## src/design/mipd_pkg.sv

```systemverilog
// Shared types and constants for the mip chain box downsampler.
// No dependencies; imported by every module of the block.
package mipd_pkg;

  // configuration register indexes
  typedef enum logic [2:0] {
    REG_SRC_WIDTH   = 3'd0,
    REG_SRC_HEIGHT  = 3'd1,
    REG_LEVEL_COUNT = 3'd2,
    REG_MIN_DIM     = 3'd3,
    REG_SOLID       = 3'd4,
    REG_TRANSPARENT = 3'd5
  } reg_idx_e;

  // back-end sequencer states
  typedef enum logic {
    ST_READ = 1'b0,
    ST_EMIT = 1'b1
  } eng_state_e;

  localparam int unsigned PIX_W    = 32;
  localparam int unsigned PAIR_W   = 36;
  localparam int unsigned CFG_W    = 13;
  localparam int unsigned HGT_W    = 13;
  localparam int unsigned ROW_W    = 12;
  localparam int unsigned MAX_HGT  = 4096;
  localparam int unsigned SOLID_TH = 8;
  localparam int unsigned OUT_W    = 64;

  typedef logic [PIX_W-1:0]  pix_t;
  typedef logic [PAIR_W-1:0] pair_t;

  // blend codes and restart pulse toward the back end
  typedef struct packed {
    logic       restart;
    logic [7:0] solid;
    logic [7:0] transparent;
  } codes_t;

  // sum of two pixels into four 9-bit fields
  function automatic pair_t pair_of(input pix_t a, input pix_t b);
    pair_t s;
    for (int i = 0; i < 4; i++) begin
      s[9*i +: 9] = {1'b0, a[8*i +: 8]} + {1'b0, b[8*i +: 8]};
    end
    return s;
  endfunction

endpackage

```

## src/design/mipd_front.sv

```systemverilog
// Input side: two-entry queue that takes level-0 pixel beats.
// Depends on mipd_pkg.
module mipd_front
  import mipd_pkg::*;
(
  input  logic clk_i,
  input  logic rst_ni,
  input  logic in_valid_i,
  output logic in_ready_o,
  input  pix_t in_pix_i,
  output logic q_valid_o,
  output pix_t q_pix_o,
  input  logic q_pop_i
);

  pix_t       slot_q [2];
  logic       rd_q, wr_q;
  logic [1:0] cnt_q;
  logic       push;

  assign in_ready_o = (cnt_q != 2'd2);
  assign push       = in_valid_i && in_ready_o;
  assign q_valid_o  = (cnt_q != 2'd0);
  assign q_pix_o    = slot_q[rd_q];

  // pointers and fill count
  always_ff @(posedge clk_i or negedge rst_ni) begin
    if (!rst_ni) begin
      rd_q  <= 1'b0;
      wr_q  <= 1'b0;
      cnt_q <= 2'd0;
    end else begin
      if (push) wr_q <= ~wr_q;
      if (q_pop_i) rd_q <= ~rd_q;
      cnt_q <= cnt_q + {1'b0, push} - {1'b0, q_pop_i};
    end
  end

  // payload slots
  always_ff @(posedge clk_i) begin
    if (push) slot_q[wr_q] <= in_pix_i;
  end

endmodule

```

## config.mk

```make
export PLATFORM = sky130hd
export DESIGN_NAME = mipd_front
export DESIGN_NICKNAME = d
export VERILOG_FILES = /design/src/design/mipd_pkg.sv /design/src/design/mipd_front.sv
export SDC_FILE = /design/constraint.sdc
export NUM_CORES = 1
export LEC_CHECK = 0
export BUFFER_PORTS_ARGS = -buffer_cell sky130_fd_sc_hd__buf_4
export CAP_MARGIN = 20
export CORE_ASPECT_RATIO = 1.5
export CORE_MARGIN = 4
export CORE_UTILIZATION = 56
export DETAILED_ROUTE_END_ITERATION = 12
export GPL_ROUTABILITY_DRIVEN = 1
export PLACE_DENSITY = 0.86
export SYNTH_ARGS = -nofsm -noshare
export SYNTH_HDL_FRONTEND = slang
export SYNTH_SLANG_ARGS = --single-unit
export TNS_END_PERCENT = 5
```

## constraint.sdc

```tcl
create_clock -name clk_i -period 6.85 [get_ports clk_i]
set_clock_uncertainty 0.05 [all_clocks]
set_input_delay 0.685 -clock clk_i [delete_from_list [all_inputs] [get_ports clk_i]]
set_output_delay 0.685 -clock clk_i [all_outputs]
set_load 0.01 [all_outputs]
```

==> flow_metrics.py, run 1 <==
metrics = {
    "logic_synthesis": {
        "synth_flop_cell": "edfxtp_1",
        "yosys.area.top_type": "edfxtp_1",
        "synth_edf_count": 64,
        "netlist_instances": 117,
        "synth.area.top_cells": "edfxtp_1 (73%), mux2_4 (16%), dfrtp_1 (3.8%), buf_6 (1.7%), mux2_1 (1.3%)",
        "netlist.area_leader.share_pct": 72.76,
        "ys_warn_count": 0,
        "ys_types": 16,
        "synth.cell_area_um2": 2641,
        "postSynth.asyncResetShare_pct": 5.882,
        "synth_most_common_cell": "edfxtp_1",
        "syn_nets": 154,
        "ys_seq_area_share_pct": 76.55,
        "netlist_top_cells_count": "edfxtp_1 (64), mux2_4 (29), buf_6 (4), dfrtp_1 (4)",
        "avgSynthCellArea_um2": 22.58,
        "ys_seq_elements": 68,
    },
    "floorplan": {
        "die_y_um": 92.11,
        "die_area_um2": 5902,
        "start_util_pct": 58.15,
        "fp.dieW_um": 64.08,
        "coreArea_um2": 4542,
        "io_pins": 70,
        "row_count": 30,
    },
    "timing": {
        "rsz0062_at_grt": "no",
        "setup_viol": 0,
        "worst_pin_slew_ps": 963.9,
        "relSlewSlack_pct": 35.74,
        "period_minus_slack_ps": 2632,
        "setup_ws_ps": 4218,
        "fmax_ghz": 0.3800,
        "min_period_over_period_pct": 38.42,
        "hold_violations": 0,
        "setup_tns_ps": 0,
        "slew_viol_final": 0,
    },
    "drt": {
        "num_vias": 1300,
        "drt-initial-drc-count": 44,
        "avgRoutedWirePerCell_um": 17.25,
        "totalWireLength_mm": 4.538,
        "first_pass_iters": 4,
        "viasPerCell": 4.943,
        "drc": 0,
        "ant_nets": 0,
    },
    "critical_path": {
        "r2r_slack_ps": 4950,
        "r2r-start": "cnt_q[1]$_DFF_PN0_",
        "required_ps": 6110,
        "cpLargestDelayFamily": "flip-flops",
        "cp-end-kind": "output pin",
        "cp_max_fo": 33,
        "path_cells": "mux2_1, buf_4",
        "critPathKind": "register to output pin",
        "worst-r2r-cell-count": 3,
        "r2r-end": "slot_q[0][27]$_DFFE_PP_",
        "crit_arrival_ps": 1900,
        "critPathLaunchType": "register",
        "cp_num_buf_inv": 1,
        "max_stage_delay_ps": 1000,
        "crit_slowest_cell": "dfrtp_2",
    },
    "placed_design": {
        "port-buffer-count": 69,
        "gp_congestion": 0.6682,
        "place_worst_setup_slack_ps": 4563,
        "placed_area_um2": 3211,
        "dp_hpwl_mm": 3.214,
    },
    "power": {
        "total_power_mw": 1.456,
        "p_leak_nw": 1.381,
        "power_density_nw_per_um2": 425.1,
        "irDropWorstVdd_mv": 0.3958,
    },
    "layout": {
        "register_area_um2": 2023,
        "final_area_um2": 3425,
        "multi_input_area_um2": 581.8,
        "antennaDiodeCount": 0,
        "n_fill_cell": 288,
        "layout-drive-gt1-share_pct": 59.80,
        "syn_to_final_growth_pct": 29.65,
        "post-route-util_pct": 75.40,
        "nets": 231,
    },
    "run": {
        "max_cap_violations": 0,
    },
    "clock_tree": {
        "cts_buffers": 9,
        "clk_pin_slew_worst_paths_ps": 70,
        "clock_latency_ps": 320,
        "htreeDepth": 3,
        "cts_root_buf": "clkbuf_8",
        "post_cts_resized": 0,
        "post_cts_buffers": 0,
        "cts_tree": "done",
        "clock-sinks": 68,
        "cts_max_path_buffers": 2,
        "cts_hold_buf": 0,
    },
    "worst_hold_path": {
        "min_path_type": "primary input to async pin",
    },
    "grt": {
        "grt_max_degree": 34,
        "grt_pass1_wl_mm": 6.920,
        "antenna_found_initial": 0,
        "grt_pass1_vias": 1433,
        "overflow": 0,
        "grt_use_total_pct": 16.29,
    },
    "status": {
        "outcome": "completed",
    },
}
==> cells in the final DEF, fill, tap and decap left out <==
cell	instances
buf_4	70
edfxtp_1	64
mux2_4	29
clkbuf_8	9
xnor2_1	3
mux2_1	3
dfrtp_1	3
bufinv_16	2
clkinv_2	2
nand2b_1	1
nand2_1	1
a21bo_1	1
nor3b_2	1
a21oi_2	1
or2_2	1
and3_1	1
nor2_4	1
xor2_1	1
ha_1	1
inv_6	1
clkinv_1	1
clkinvlp_4	1
dfrtp_2	1
==> through the flow <==
stage                     cells  hold slack [ps]
after floorplan             117            339.4
after global placement      247            431.2
after detailed placement    247            436.0
after CTS                   263            82.70
after global routing        263            77.02
final                       263            96.62
==> routing by layer <==
| layer | vias to the layer above | wire length, um | track usage [%] |
|---|---|---|---|
| met5 | - | 0 | 0 |
| met4 | 0 | 116 | 9.369 |
| met2 | 44 | 2539 | 28.65 |
| met1 | 636 | 1613 | 16.47 |
| met3 | 11 | 269 | 5.270 |
| li1 | 609 | - | - |
==> cell families (layout without fill, tap and decap cells) <==
group,count (synthesis),count (layout),share of synthesized area (%)
buffers and inverters,4,86,1.705
and+or+nand+nor,6,6,1.469
muxes,32,32,17.76
AOI/OAI and AO/OA,2,2,0.7106
adders and majority gates,1,1,0.4736
DFF,68,68,76.55
xor gates and xnor gates,4,4,1.327
==> report_power, final <==
| part | internal, mW | switching [mW] | total (mW) | leakage (nW) |
|---|---|---|---|---|
| Sequential | 0.571 | 0.0821 | 0.653 | 0.641 |
| Clock | 0.203 | 0.141 | 0.344 | 0.107 |
| Combinational | 0.278 | 0.181 | 0.459 | 0.633 |
==> layout make-up <==
type	instances	share of cell area [%]
Tap cell	64	2.338
Sequential cell	68	59.08
Clock buffer	9	3.617
Timing Repair Buffer	70	15.35
Multi-Input combinational cell	45	16.99
Clock inverter	7	2.631
==> worst max-delay path by stage <==
| stage | startpoint | end | cells after the start |
|---|---|---|---|
| 4_1_cts | rd_q$_DFFE_PN0P_ | q_pix_o[31] | 2 |
| 5_1_grt | rd_q$_DFFE_PN0P_ | q_pix_o[31] | 2 |
| 6_report | rd_q$_DFFE_PN0P_ | q_pix_o[31] | 2 |
| 3_3_place_gp | rd_q$_DFFE_PN0P_ | q_pix_o[1] | 2 |
| 3_5_place_dp | rd_q$_DFFE_PN0P_ | q_pix_o[31] | 2 |
| 2_1_floorplan | in_valid_i | slot_q[0][0]$_DFFE_PP_ | 2 |
==> state kept, by name, summed over array words and instances (netlist names) <==
| register | cells |
|---|---|
| slot_q | 64 |
| cnt_q | 2 |
| wr_q | 1 |
| rd_q | 1 |
Power figures use the tool's default switching activity.
==> inputs of run 2 (changes only) <==
Settings changed: CORE_UTILIZATION 56 to 47, PLACE_DENSITY 0.86 to 0.77.
Clock period 6.85 ns to 2.1 ns, I/O delays scaled along.
==> flow_metrics.py, run 2 (same netlist as run 1, synthesis figures left out) <==
metrics = {
    "clock_tree": {
        "clock-sinks": 68,
        "htreeDepth": 3,
        "post_cts_buffers": 0,
        "clock_latency_ps": 320,
        "cts_max_path_buffers": 2,
        "cts_root_buf": "clkbuf_8",
        "cts_buffers": 9,
        "cts_tree": "done",
        "clk_pin_slew_worst_paths_ps": 70,
    },
    "run": {
        "max_cap_violations": 0,
    },
    "critical_path": {
        "crit_arrival_ps": 1680,
        "critPathLaunchType": "register",
        "worst-r2r-cell-count": 4,
        "required_ps": 1840,
        "critPathKind": "register to output pin",
        "cp_max_fo": 17,
        "cp-end-kind": "output pin",
    },
    "grt": {
        "grt_use_total_pct": 13.91,
        "grt_pass1_wl_mm": 7.113,
        "grt_max_degree": 33,
        "antenna_found_initial": 0,
        "grt_pass1_vias": 1481,
        "overflow": 0,
    },
    "layout": {
        "stdcell_count": 287,
        "largest_reg_flops": 64,
        "antennaDiodeCount": 0,
        "syn_to_final_growth_pct": 35.62,
        "post-route-util_pct": 65.73,
        "final_cell_mix": "buf_4 (74), edfxtp_1 (64), mux2_4 (29)",
        "mostFrequentLayoutCell": "buf_4",
        "largest_register": "slot_q",
        "layout-drive-gt1-share_pct": 55.76,
        "reg.largest.list": "slot_q: 64 flops, cnt_q: 2 flops",
        "nets": 250,
    },
    "placed_design": {
        "gp_congestion": 0.6831,
        "placedCellCount": 257,
        "dp_hpwl_mm": 3.276,
        "port-buffer-count": 69,
    },
    "drt": {
        "drt-initial-drc-count": 35,
        "drc": 0,
        "avgRoutedWirePerCell_um": 16.62,
        "first_pass_iters": 4,
        "ant_nets": 0,
        "viasPerCell": 4.742,
        "totalWireLength_mm": 4.770,
        "num_vias": 1361,
    },
    "floorplan": {
        "io_pins": 70,
        "start_util_pct": 48.46,
        "row_count": 33,
        "fp.dieW_um": 69.21,
        "die_y_um": 99.81,
        "die_area_um2": 6908,
        "coreArea_um2": 5450,
    },
    "timing": {
        "setup_tns_ps": 0,
        "slew_viol_final": 0,
        "min_period_over_period_pct": 92.15,
        "relSlewSlack_pct": 70.77,
        "period_minus_slack_ps": 1935,
        "hold_violations": 0,
        "setup_viol": 0,
        "rsz0062_at_grt": "no",
        "holdWs_ps": 19.68,
        "fmax_ghz": 0.5167,
        "worst_pin_slew_ps": 438.5,
    },
    "power": {
        "power_density_nw_per_um2": 1302,
        "p_leak_nw": 1.442,
        "irDropWorstVdd_mv": 0.9140,
        "total_power_mw": 4.665,
    },
    "worst_hold_path": {
        "min_path_type": "primary input to register",
        "hold_depth": 1,
    },
    "status": {
        "outcome": "completed",
    },
}
==> run 2: metal layers <==
metal	routed length (um)	global-route usage (%)	share of wire (%)
met5	0	0	0
met2	2754	24.49	58
met3	257	5.110	5.4
met1	1664	13.58	35
met4	94	9.023	2.0
==> run 2: area by class of cell <==
cell class                 instances  area, um^2
clock buffer                      10       127.6
clock inverter                     5       53.80
fill                             390        1868
multi-input combinational         45       581.8
sequential                        68        2026
tap                               70       87.58
timing repair buffer              89       705.7
==> run 2: power breakdown <==
part           switching [mW]  internal (mW)  leakage [nW]
clock                   0.441          0.536        0.0858
sequential              0.186           1.87         0.641
combinational           0.684          0.951         0.715
total                    1.31           3.35          1.44
==> run 2: worst max-delay path, stage by stage, from the launching register on <==
cell	delay (ps)
dfrtp_4	620
buf_4	270
mux2_4	320
buf_4	140
==> run 2: path summary, 6_finish.rpt <==
| kind | start | end | slack, ps |
|---|---|---|---|
| setup reg to reg | cnt_q[1]$_DFF_PN0_ | slot_q[0][7]$_DFFE_PP_ | 480 |
| hold reg to reg | cnt_q[0]$_DFF_PN0_ | cnt_q[0]$_DFF_PN0_ | 510 |
| setup / recovery | rd_q$_DFFE_PN0P_ | q_pix_o[18] | 160 |
| max in group asynchronous | rst_ni | rd_q$_DFFE_PN0P_ | 1700 |
| hold / removal | in_pix_i[3] | slot_q[1][3]$_DFFE_PP_ | 20 |
| min in group asynchronous | rst_ni | cnt_q[0]$_DFF_PN0_ | 180 |
==> run 2: metrics by stage <==
step	setup WS, ps	instance area (um^2)
2_1_floorplan	98.24	2644
3_3_place_gp	424.9	3248
3_5_place_dp	382.9	3248
4_1_cts	15.33	3480
5_1_grt	90.65	3582
6_report	164.8	3582
==> run 2: repair_timing <==
action                                  4_1_cts  5_1_grt
hold endpoints to repair                     11       17
hold buffers                                  5       10
endpoints found under the setup margin        0       14
resized for setup                             0        1
