==> src/design/mipd_pkg.sv <==
// Shared types and constants for the mip chain box downsampler.
// No dependencies; imported by every module of the block.
package mipd_pkg;

  // configuration register indexes
  typedef enum logic [2:0] {
    REG_SRC_WIDTH   = 3'd0,
    REG_SRC_HEIGHT  = 3'd1,
    REG_LEVEL_COUNT = 3'd2,
    REG_MIN_DIM     = 3'd3,
    REG_SOLID       = 3'd4,
    REG_TRANSPARENT = 3'd5
  } reg_idx_e;

  // back-end sequencer states
  typedef enum logic {
    ST_READ = 1'b0,
    ST_EMIT = 1'b1
  } eng_state_e;

  localparam int unsigned PIX_W    = 32;
  localparam int unsigned PAIR_W   = 36;
  localparam int unsigned CFG_W    = 13;
  localparam int unsigned HGT_W    = 13;
  localparam int unsigned ROW_W    = 12;
  localparam int unsigned MAX_HGT  = 4096;
  localparam int unsigned SOLID_TH = 8;
  localparam int unsigned OUT_W    = 64;

  typedef logic [PIX_W-1:0]  pix_t;
  typedef logic [PAIR_W-1:0] pair_t;

  // blend codes and restart pulse toward the back end
  typedef struct packed {
    logic       restart;
    logic [7:0] solid;
    logic [7:0] transparent;
  } codes_t;

  // sum of two pixels into four 9-bit fields
  function automatic pair_t pair_of(input pix_t a, input pix_t b);
    pair_t s;
    for (int i = 0; i < 4; i++) begin
      s[9*i +: 9] = {1'b0, a[8*i +: 8]} + {1'b0, b[8*i +: 8]};
    end
    return s;
  endfunction

endpackage

==> src/design/mipd_chain.sv <==
// Configuration registers and the derived level chain (sizes, active flags).
// Depends on mipd_pkg.
module mipd_chain
  import mipd_pkg::*;
#(
  parameter int unsigned MAX_WIDTH  = 1024,
  parameter int unsigned MAX_LEVELS = 8
) (
  input  logic                                         clk_i,
  input  logic                                         rst_ni,
  input  logic                                         cfg_we_i,
  input  logic [2:0]                                   cfg_idx_i,
  input  logic [CFG_W-1:0]                             cfg_data_i,
  output logic [MAX_LEVELS-1:0]                        active_o,
  output logic [MAX_LEVELS-1:0][$clog2(MAX_WIDTH+1)-1:0] lvl_w_o,
  output logic [MAX_LEVELS-1:0][HGT_W-1:0]             lvl_h_o,
  output codes_t                                       codes_o
);

  localparam int unsigned WW = $clog2(MAX_WIDTH+1);

  logic [10:0] src_w_q;
  logic [12:0] src_h_q;
  logic [3:0]  lvl_cnt_q;
  logic [9:0]  min_dim_q;
  logic [7:0]  solid_q, transp_q;
  logic        restart_q;

  logic [WW-1:0]    w0;
  logic [HGT_W-1:0] h0;
  logic [4:0]       lc;
  logic [9:0]       mn;

  // register writes, restart pulse on any known index
  always_ff @(posedge clk_i or negedge rst_ni) begin
    if (!rst_ni) begin
      src_w_q   <= 11'd256;
      src_h_q   <= 13'd256;
      lvl_cnt_q <= 4'd8;
      min_dim_q <= 10'd1;
      solid_q   <= 8'd1;
      transp_q  <= 8'd0;
      restart_q <= 1'b0;
    end else begin
      restart_q <= 1'b0;
      if (cfg_we_i) begin
        unique case (cfg_idx_i)
          REG_SRC_WIDTH:   begin src_w_q   <= cfg_data_i[10:0]; restart_q <= 1'b1; end
          REG_SRC_HEIGHT:  begin src_h_q   <= cfg_data_i[12:0]; restart_q <= 1'b1; end
          REG_LEVEL_COUNT: begin lvl_cnt_q <= cfg_data_i[3:0];  restart_q <= 1'b1; end
          REG_MIN_DIM:     begin min_dim_q <= cfg_data_i[9:0];  restart_q <= 1'b1; end
          REG_SOLID:       begin solid_q   <= cfg_data_i[7:0];  restart_q <= 1'b1; end
          REG_TRANSPARENT: begin transp_q  <= cfg_data_i[7:0];  restart_q <= 1'b1; end
          default: ;
        endcase
      end
    end
  end

  // clamped base values
  always_comb begin
    if (src_w_q == 11'd0) w0 = WW'(1);
    else if (32'(src_w_q) > MAX_WIDTH) w0 = WW'(MAX_WIDTH);
    else w0 = WW'(src_w_q);
    if (src_h_q == 13'd0) h0 = HGT_W'(1);
    else if (32'(src_h_q) > MAX_HGT) h0 = HGT_W'(MAX_HGT);
    else h0 = src_h_q;
    if (lvl_cnt_q == 4'd0) lc = 5'd1;
    else if (32'(lvl_cnt_q) > MAX_LEVELS) lc = 5'(MAX_LEVELS);
    else lc = {1'b0, lvl_cnt_q};
    mn = (min_dim_q == 10'd0) ? 10'd1 : min_dim_q;
  end

  // level sizes are shifts of the base; active flags chain downward
  always_comb begin
    for (int k = 0; k < MAX_LEVELS; k++) begin
      lvl_w_o[k] = w0 >> k;
      lvl_h_o[k] = h0 >> k;
    end
    active_o[0] = 1'b1;
    for (int k = 1; k < MAX_LEVELS; k++) begin
      active_o[k] = active_o[k-1] && (32'(k) < 32'(lc)) &&
                    (32'(lvl_w_o[k]) >= 32'(mn)) && (32'(lvl_h_o[k]) >= 32'(mn));
    end
  end

  assign codes_o = '{restart: restart_q, solid: solid_q, transparent: transp_q};

endmodule

==> config.mk <==
export PLATFORM = sky130hd
export DESIGN_NAME = mipd_chain
export DESIGN_NICKNAME = d
export VERILOG_FILES = /design/src/design/mipd_pkg.sv /design/src/design/mipd_chain.sv
export SDC_FILE = /design/constraint.sdc
export NUM_CORES = 1
export LEC_CHECK = 0
export BUFFER_PORTS_ARGS = -buffer_cell sky130_fd_sc_hd__buf_2
export CORE_ASPECT_RATIO = 1.25
export CORE_MARGIN = 3
export CORE_UTILIZATION = 30
export CTS_CLUSTER_DIAMETER = 120
export CTS_CLUSTER_SIZE = 28
export DETAILED_ROUTE_END_ITERATION = 7
export SLEW_MARGIN = 20
export SYNTH_ARGS = -nofsm -noshare
export SYNTH_HDL_FRONTEND = slang
export SYNTH_SLANG_ARGS = --single-unit
==> constraint.sdc <==
create_clock -name clk_i -period 3.15 [get_ports clk_i]
set_clock_uncertainty 0.15 [all_clocks]
set_input_delay 0.63 -clock clk_i [delete_from_list [all_inputs] [get_ports clk_i]]
set_output_delay 0.63 -clock clk_i [all_outputs]
set_load 0.01 [all_outputs]
==> metrics.txt <==
# TYPE chip_impl_metric gauge
chip_impl_metric{name="total_placed_instance_area",unit="mm^2"} 0.00699
chip_impl_metric{name="power.density_cell_area",unit="mW/mm^2"} 628
chip_impl_metric{name="seq_area_frac_synth",unit=""} 0.228
chip_impl_metric{name="cts.clk_slew.worst_paths",unit="ps"} 70
chip_impl_metric{name="finalInstanceArea",unit="mm^2"} 0.00756
chip_impl_metric{name="dr.pass1.iters",unit=""} 4
chip_impl_metric{name="async_reset_ff_frac",unit=""} 1.00
chip_impl_metric{name="cts-htree-levels",unit=""} 2
chip_impl_metric{name="ys_warn_count",unit=""} 0
chip_impl_metric{name="cts_buffer_depth",unit=""} 2
chip_impl_metric{name="initial_core_util",unit=""} 0.308
chip_impl_metric{name="grt_usage",unit=""} 0.143
chip_impl_metric{name="nNetsFinal",unit=""} 927
chip_impl_metric{name="total_power",unit="mW"} 4.75
chip_impl_metric{name="syn-cell-area",unit="mm^2"} 0.00607
chip_impl_metric{name="synth-seq-cells",unit=""} 55
chip_impl_info{name="final_common_cell",value="sky130_fd_sc_hd__buf_2"} 1
chip_impl_metric{name="die-height",unit="um"} 165
chip_impl_metric{name="worst_ir_drop_vdd",unit="uV"} 354
chip_impl_metric{name="drt_first_iter_violations",unit=""} 220
chip_impl_metric{name="period_minus_slack",unit="ps"} 3940
chip_impl_metric{name="worst_r2r_path_depth",unit=""} 1
chip_impl_metric{name="route.detailed.vias_per_inst",unit=""} 4.58
chip_impl_metric{name="pre_cts_ws",unit="ps"} -491
chip_impl_metric{name="stdcell_count",unit=""} 1065
chip_impl_metric{name="grt_pass1_vias",unit=""} 4787
chip_impl_info{name="root_buffer",value="sky130_fd_sc_hd__clkbuf_16"} 1
chip_impl_metric{name="cts_num_sinks",unit=""} 55
chip_impl_info{name="outcome",value="finished, violations left"} 1
chip_impl_metric{name="grt_overflow_total",unit=""} 0
chip_impl_metric{name="core.rowCount",unit=""} 57
chip_impl_info{name="cp-start-kind",value="flop"} 1
chip_impl_metric{name="post_synth_inst_count",unit=""} 628
chip_impl_metric{name="r2r_setup_slack",unit="ps"} 1980
chip_impl_metric{name="setup_tns",unit="ps"} -5260
chip_impl_metric{name="synth.avg_cell_area",unit="um^2"} 9.67
chip_impl_metric{name="critPathRequiredTime",unit="ps"} 2370
chip_impl_info{name="worst_setup_path_type",value="reg2out"} 1
chip_impl_metric{name="finalCritPeriodShare",unit=""} 1.25
chip_impl_metric{name="drt-wirelength-per-cell",unit="um"} 15.5
chip_impl_metric{name="worst_slew_margin_rel",unit=""} 0.546
chip_impl_metric{name="areaGrowthSynthToFinish",unit="%"} 24.5
chip_impl_metric{name="yosys.area.top_type_share",unit=""} 0.225
chip_impl_info{name="worst_setup_path_end_kind",value="primary output"} 1
chip_impl_metric{name="totalWireLength",unit="um"} 16500
chip_impl_metric{name="cts.hold.buffers_added",unit=""} 0
chip_impl_metric{name="cap_violations",unit=""} 0
chip_impl_metric{name="p_leak",unit="nW"} 3.99
chip_impl_metric{name="grt_max_degree",unit=""} 56
chip_impl_metric{name="antenna-diode-count",unit=""} 0
chip_impl_metric{name="critical_path_peak_fanout",unit=""} 6
chip_impl_metric{name="place.detailed.hpwl",unit="um"} 12400
chip_impl_metric{name="drive_gt1_frac",unit=""} 0.490
chip_impl_info{name="rr_endpoint",value="src_w_q[10]$_DFFE_PN0P_"} 1
chip_impl_metric{name="fin_hold_ws",unit="ps"} 317
chip_impl_metric{name="post-place-cells",unit=""} 1033
chip_impl_metric{name="floorplan.die_area",unit="mm^2"} 0.0220
chip_impl_metric{name="arrival",unit="ps"} 3160
chip_impl_metric{name="synth_enable_flop_cells",unit=""} 0
chip_impl_metric{name="tritoncts.num_buffers",unit=""} 5
chip_impl_metric{name="grt_first_pass_wirelength",unit="um"} 25200
chip_impl_metric{name="clk-insertion-delay-late",unit="ps"} 290
chip_impl_metric{name="achievable-frequency",unit="MHz"} 254
chip_impl_metric{name="placeableCoreArea",unit="mm^2"} 0.0197
chip_impl_metric{name="numPortBuffers",unit=""} 178
chip_impl_info{name="ys_dominant_reg_cell",value="sky130_fd_sc_hd__dfrtp_1"} 1
chip_impl_metric{name="post-route-drc-count",unit=""} 0
chip_impl_metric{name="grt_antenna_before_repair",unit=""} 1
chip_impl_info{name="tritoncts_clock_tree",value="done"} 1
chip_impl_metric{name="place_congestion",unit=""} 0.851
chip_impl_metric{name="worst-slew-pin-transition",unit="ps"} 680
chip_impl_metric{name="timing.final.setup_violations",unit=""} 7
chip_impl_metric{name="post-route-worst-setup-slack",unit="ps"} -791
chip_impl_metric{name="drtAntennaViolNets",unit=""} 0
chip_impl_metric{name="finalMaxSlewViolations",unit=""} 0
chip_impl_metric{name="synthDistinctLibCells",unit=""} 52
chip_impl_metric{name="postLayoutCoreUtil",unit=""} 0.384
chip_impl_metric{name="detailroute.via_count",unit=""} 4880
chip_impl_metric{name="hold_violations",unit=""} 0
chip_impl_metric{name="die_width",unit="um"} 133
chip_impl_info{name="synth_largest_area_cell",value="sky130_fd_sc_hd__ha_1"} 1
chip_impl_info{name="layout_common_cells",value="176 x sky130_fd_sc_hd__buf_2, 105 x sky130_fd_sc_hd__ha_1, 101 x sky130_fd_sc_hd__buf_4"} 1
chip_impl_info{name="unrepaired_setup_endpoints_after_global_routing",value="true"} 1
chip_impl_info{name="yosys-top-cells-area",value="sky130_fd_sc_hd__ha_1 22%, sky130_fd_sc_hd__buf_4 21%, sky130_fd_sc_hd__dfrtp_1 21%, sky130_fd_sc_hd__mux2_2 8.2%, sky130_fd_sc_hd__nor2b_1 2.4%"} 1
chip_impl_info{name="r2r-start",value="src_w_q[10]$_DFFE_PN0P_"} 1
chip_impl_info{name="holdCritPathClass",value="in2async"} 1
chip_impl_metric{name="floorplan.io_pins",unit=""} 236
chip_impl_info{name="violated_checks",value="negative setup slack"} 1
-- metal layers --
layer | global-route usage | vias to the layer above | wire, um
met5 | 0 | - | 13
met4 | 0.0412 | 2 | 349
met3 | 0.0185 | 35 | 1060
met2 | 0.262 | 191 | 8220
met1 | 0.177 | 2291 | 6880
li1 | - | 2361 | -
-- Yosys cell counts, types with 8 or more instances --
cell type / count
sky130_fd_sc_hd__nor2_1: 23
sky130_fd_sc_hd__mux2_1: 10
sky130_fd_sc_hd__nor4_1: 10
sky130_fd_sc_hd__ha_1: 109
sky130_fd_sc_hd__o21ai_0: 16
sky130_fd_sc_hd__inv_1: 28
sky130_fd_sc_hd__a21oi_1: 26
sky130_fd_sc_hd__nand2b_1: 8
sky130_fd_sc_hd__nor2b_1: 23
sky130_fd_sc_hd__nand2_1: 9
sky130_fd_sc_hd__mux2_2: 44
sky130_fd_sc_hd__buf_4: 170
sky130_fd_sc_hd__dfrtp_1: 50
-- final cells by class --
| class | count | area [um^2] |
|---|---|---|
| Clock buffer | 6 | 139 |
| Clock inverter | 2 | 16.3 |
| Fill cell | 1977 | 12100 |
| Inverter | 28 | 105 |
| Multi-Input combinational cell | 420 | 3780 |
| Sequential cell | 55 | 1380 |
| Tap cell | 265 | 332 |
| Timing Repair Buffer | 289 | 1810 |
-- worst max path at each step --
stage / depth (start not counted) / slack (ps) / startpoint / end
floorplan: 11 / -140 / min_dim_q[6]$_DFFE_PN0P_ / active_o[6]
CTS: 13 / -730 / min_dim_q[9]$_DFFE_PN0P_ / active_o[7]
finish: 14 / -790 / min_dim_q[6]$_DFFE_PN0P_ / active_o[7]
global route: 14 / -930 / min_dim_q[6]$_DFFE_PN0P_ / active_o[5]
detailed placement: 12 / -490 / min_dim_q[6]$_DFFE_PN0P_ / active_o[7]
global placement: 13 / -430 / min_dim_q[6]$_DFFE_PN0P_ / active_o[7]
-- registers in the layout, summed over array words and instances (netlist names) --
register	cells
solid_q	8
src_h_q	13
transp_q	8
restart_q	1
src_w_q	11
min_dim_q	10
lvl_cnt_q	4
-- logic make-up (layout without fill, tap and decap cells) --
family	after synthesis	in the layout	synth area share
multiplexers	54	54	0.100
other	2	57	0.00124
adder cells (fa/ha/maj)	109	109	0.225
AND/OR/NAND/NOR	104	104	0.0956
flip-flops	55	55	0.228
buffers and inverters	209	325	0.236
AO/OA/AOI/OAI	95	96	0.114
-- power by group --
group,switching [mW],internal (mW),leakage [nW]
registers,0.132,0.870,0.653
clock network,0.245,0.318,0.0731
logic,1.69,1.49,3.27
-- what timing repair did --
action                     in CTS  in global routing
cloned                          1                  0
pin swaps                       9                 14
setup endpoints to repair       7                  7
hold endpoints to repair        0                  0
buffers inserted               21                  4
gates resized for setup        16                 19
-- worst max-delay path, stage by stage (launching register included) --
cell	delay [ps]
sky130_fd_sc_hd__dfrtp_1	390
sky130_fd_sc_hd__nor4_2	340
sky130_fd_sc_hd__nand2_1	160
sky130_fd_sc_hd__nor2_2	150
sky130_fd_sc_hd__a41o_4	300
sky130_fd_sc_hd__buf_6	120
sky130_fd_sc_hd__ha_4	190
sky130_fd_sc_hd__nand2b_4	130
sky130_fd_sc_hd__a211o_1	270
sky130_fd_sc_hd__o2bb2ai_2	130
sky130_fd_sc_hd__o221a_4	240
sky130_fd_sc_hd__o2111ai_4	120
sky130_fd_sc_hd__buf_12	160
sky130_fd_sc_hd__nor4_4	30
sky130_fd_sc_hd__buf_2	150
(Power assumes the default switching activity.)
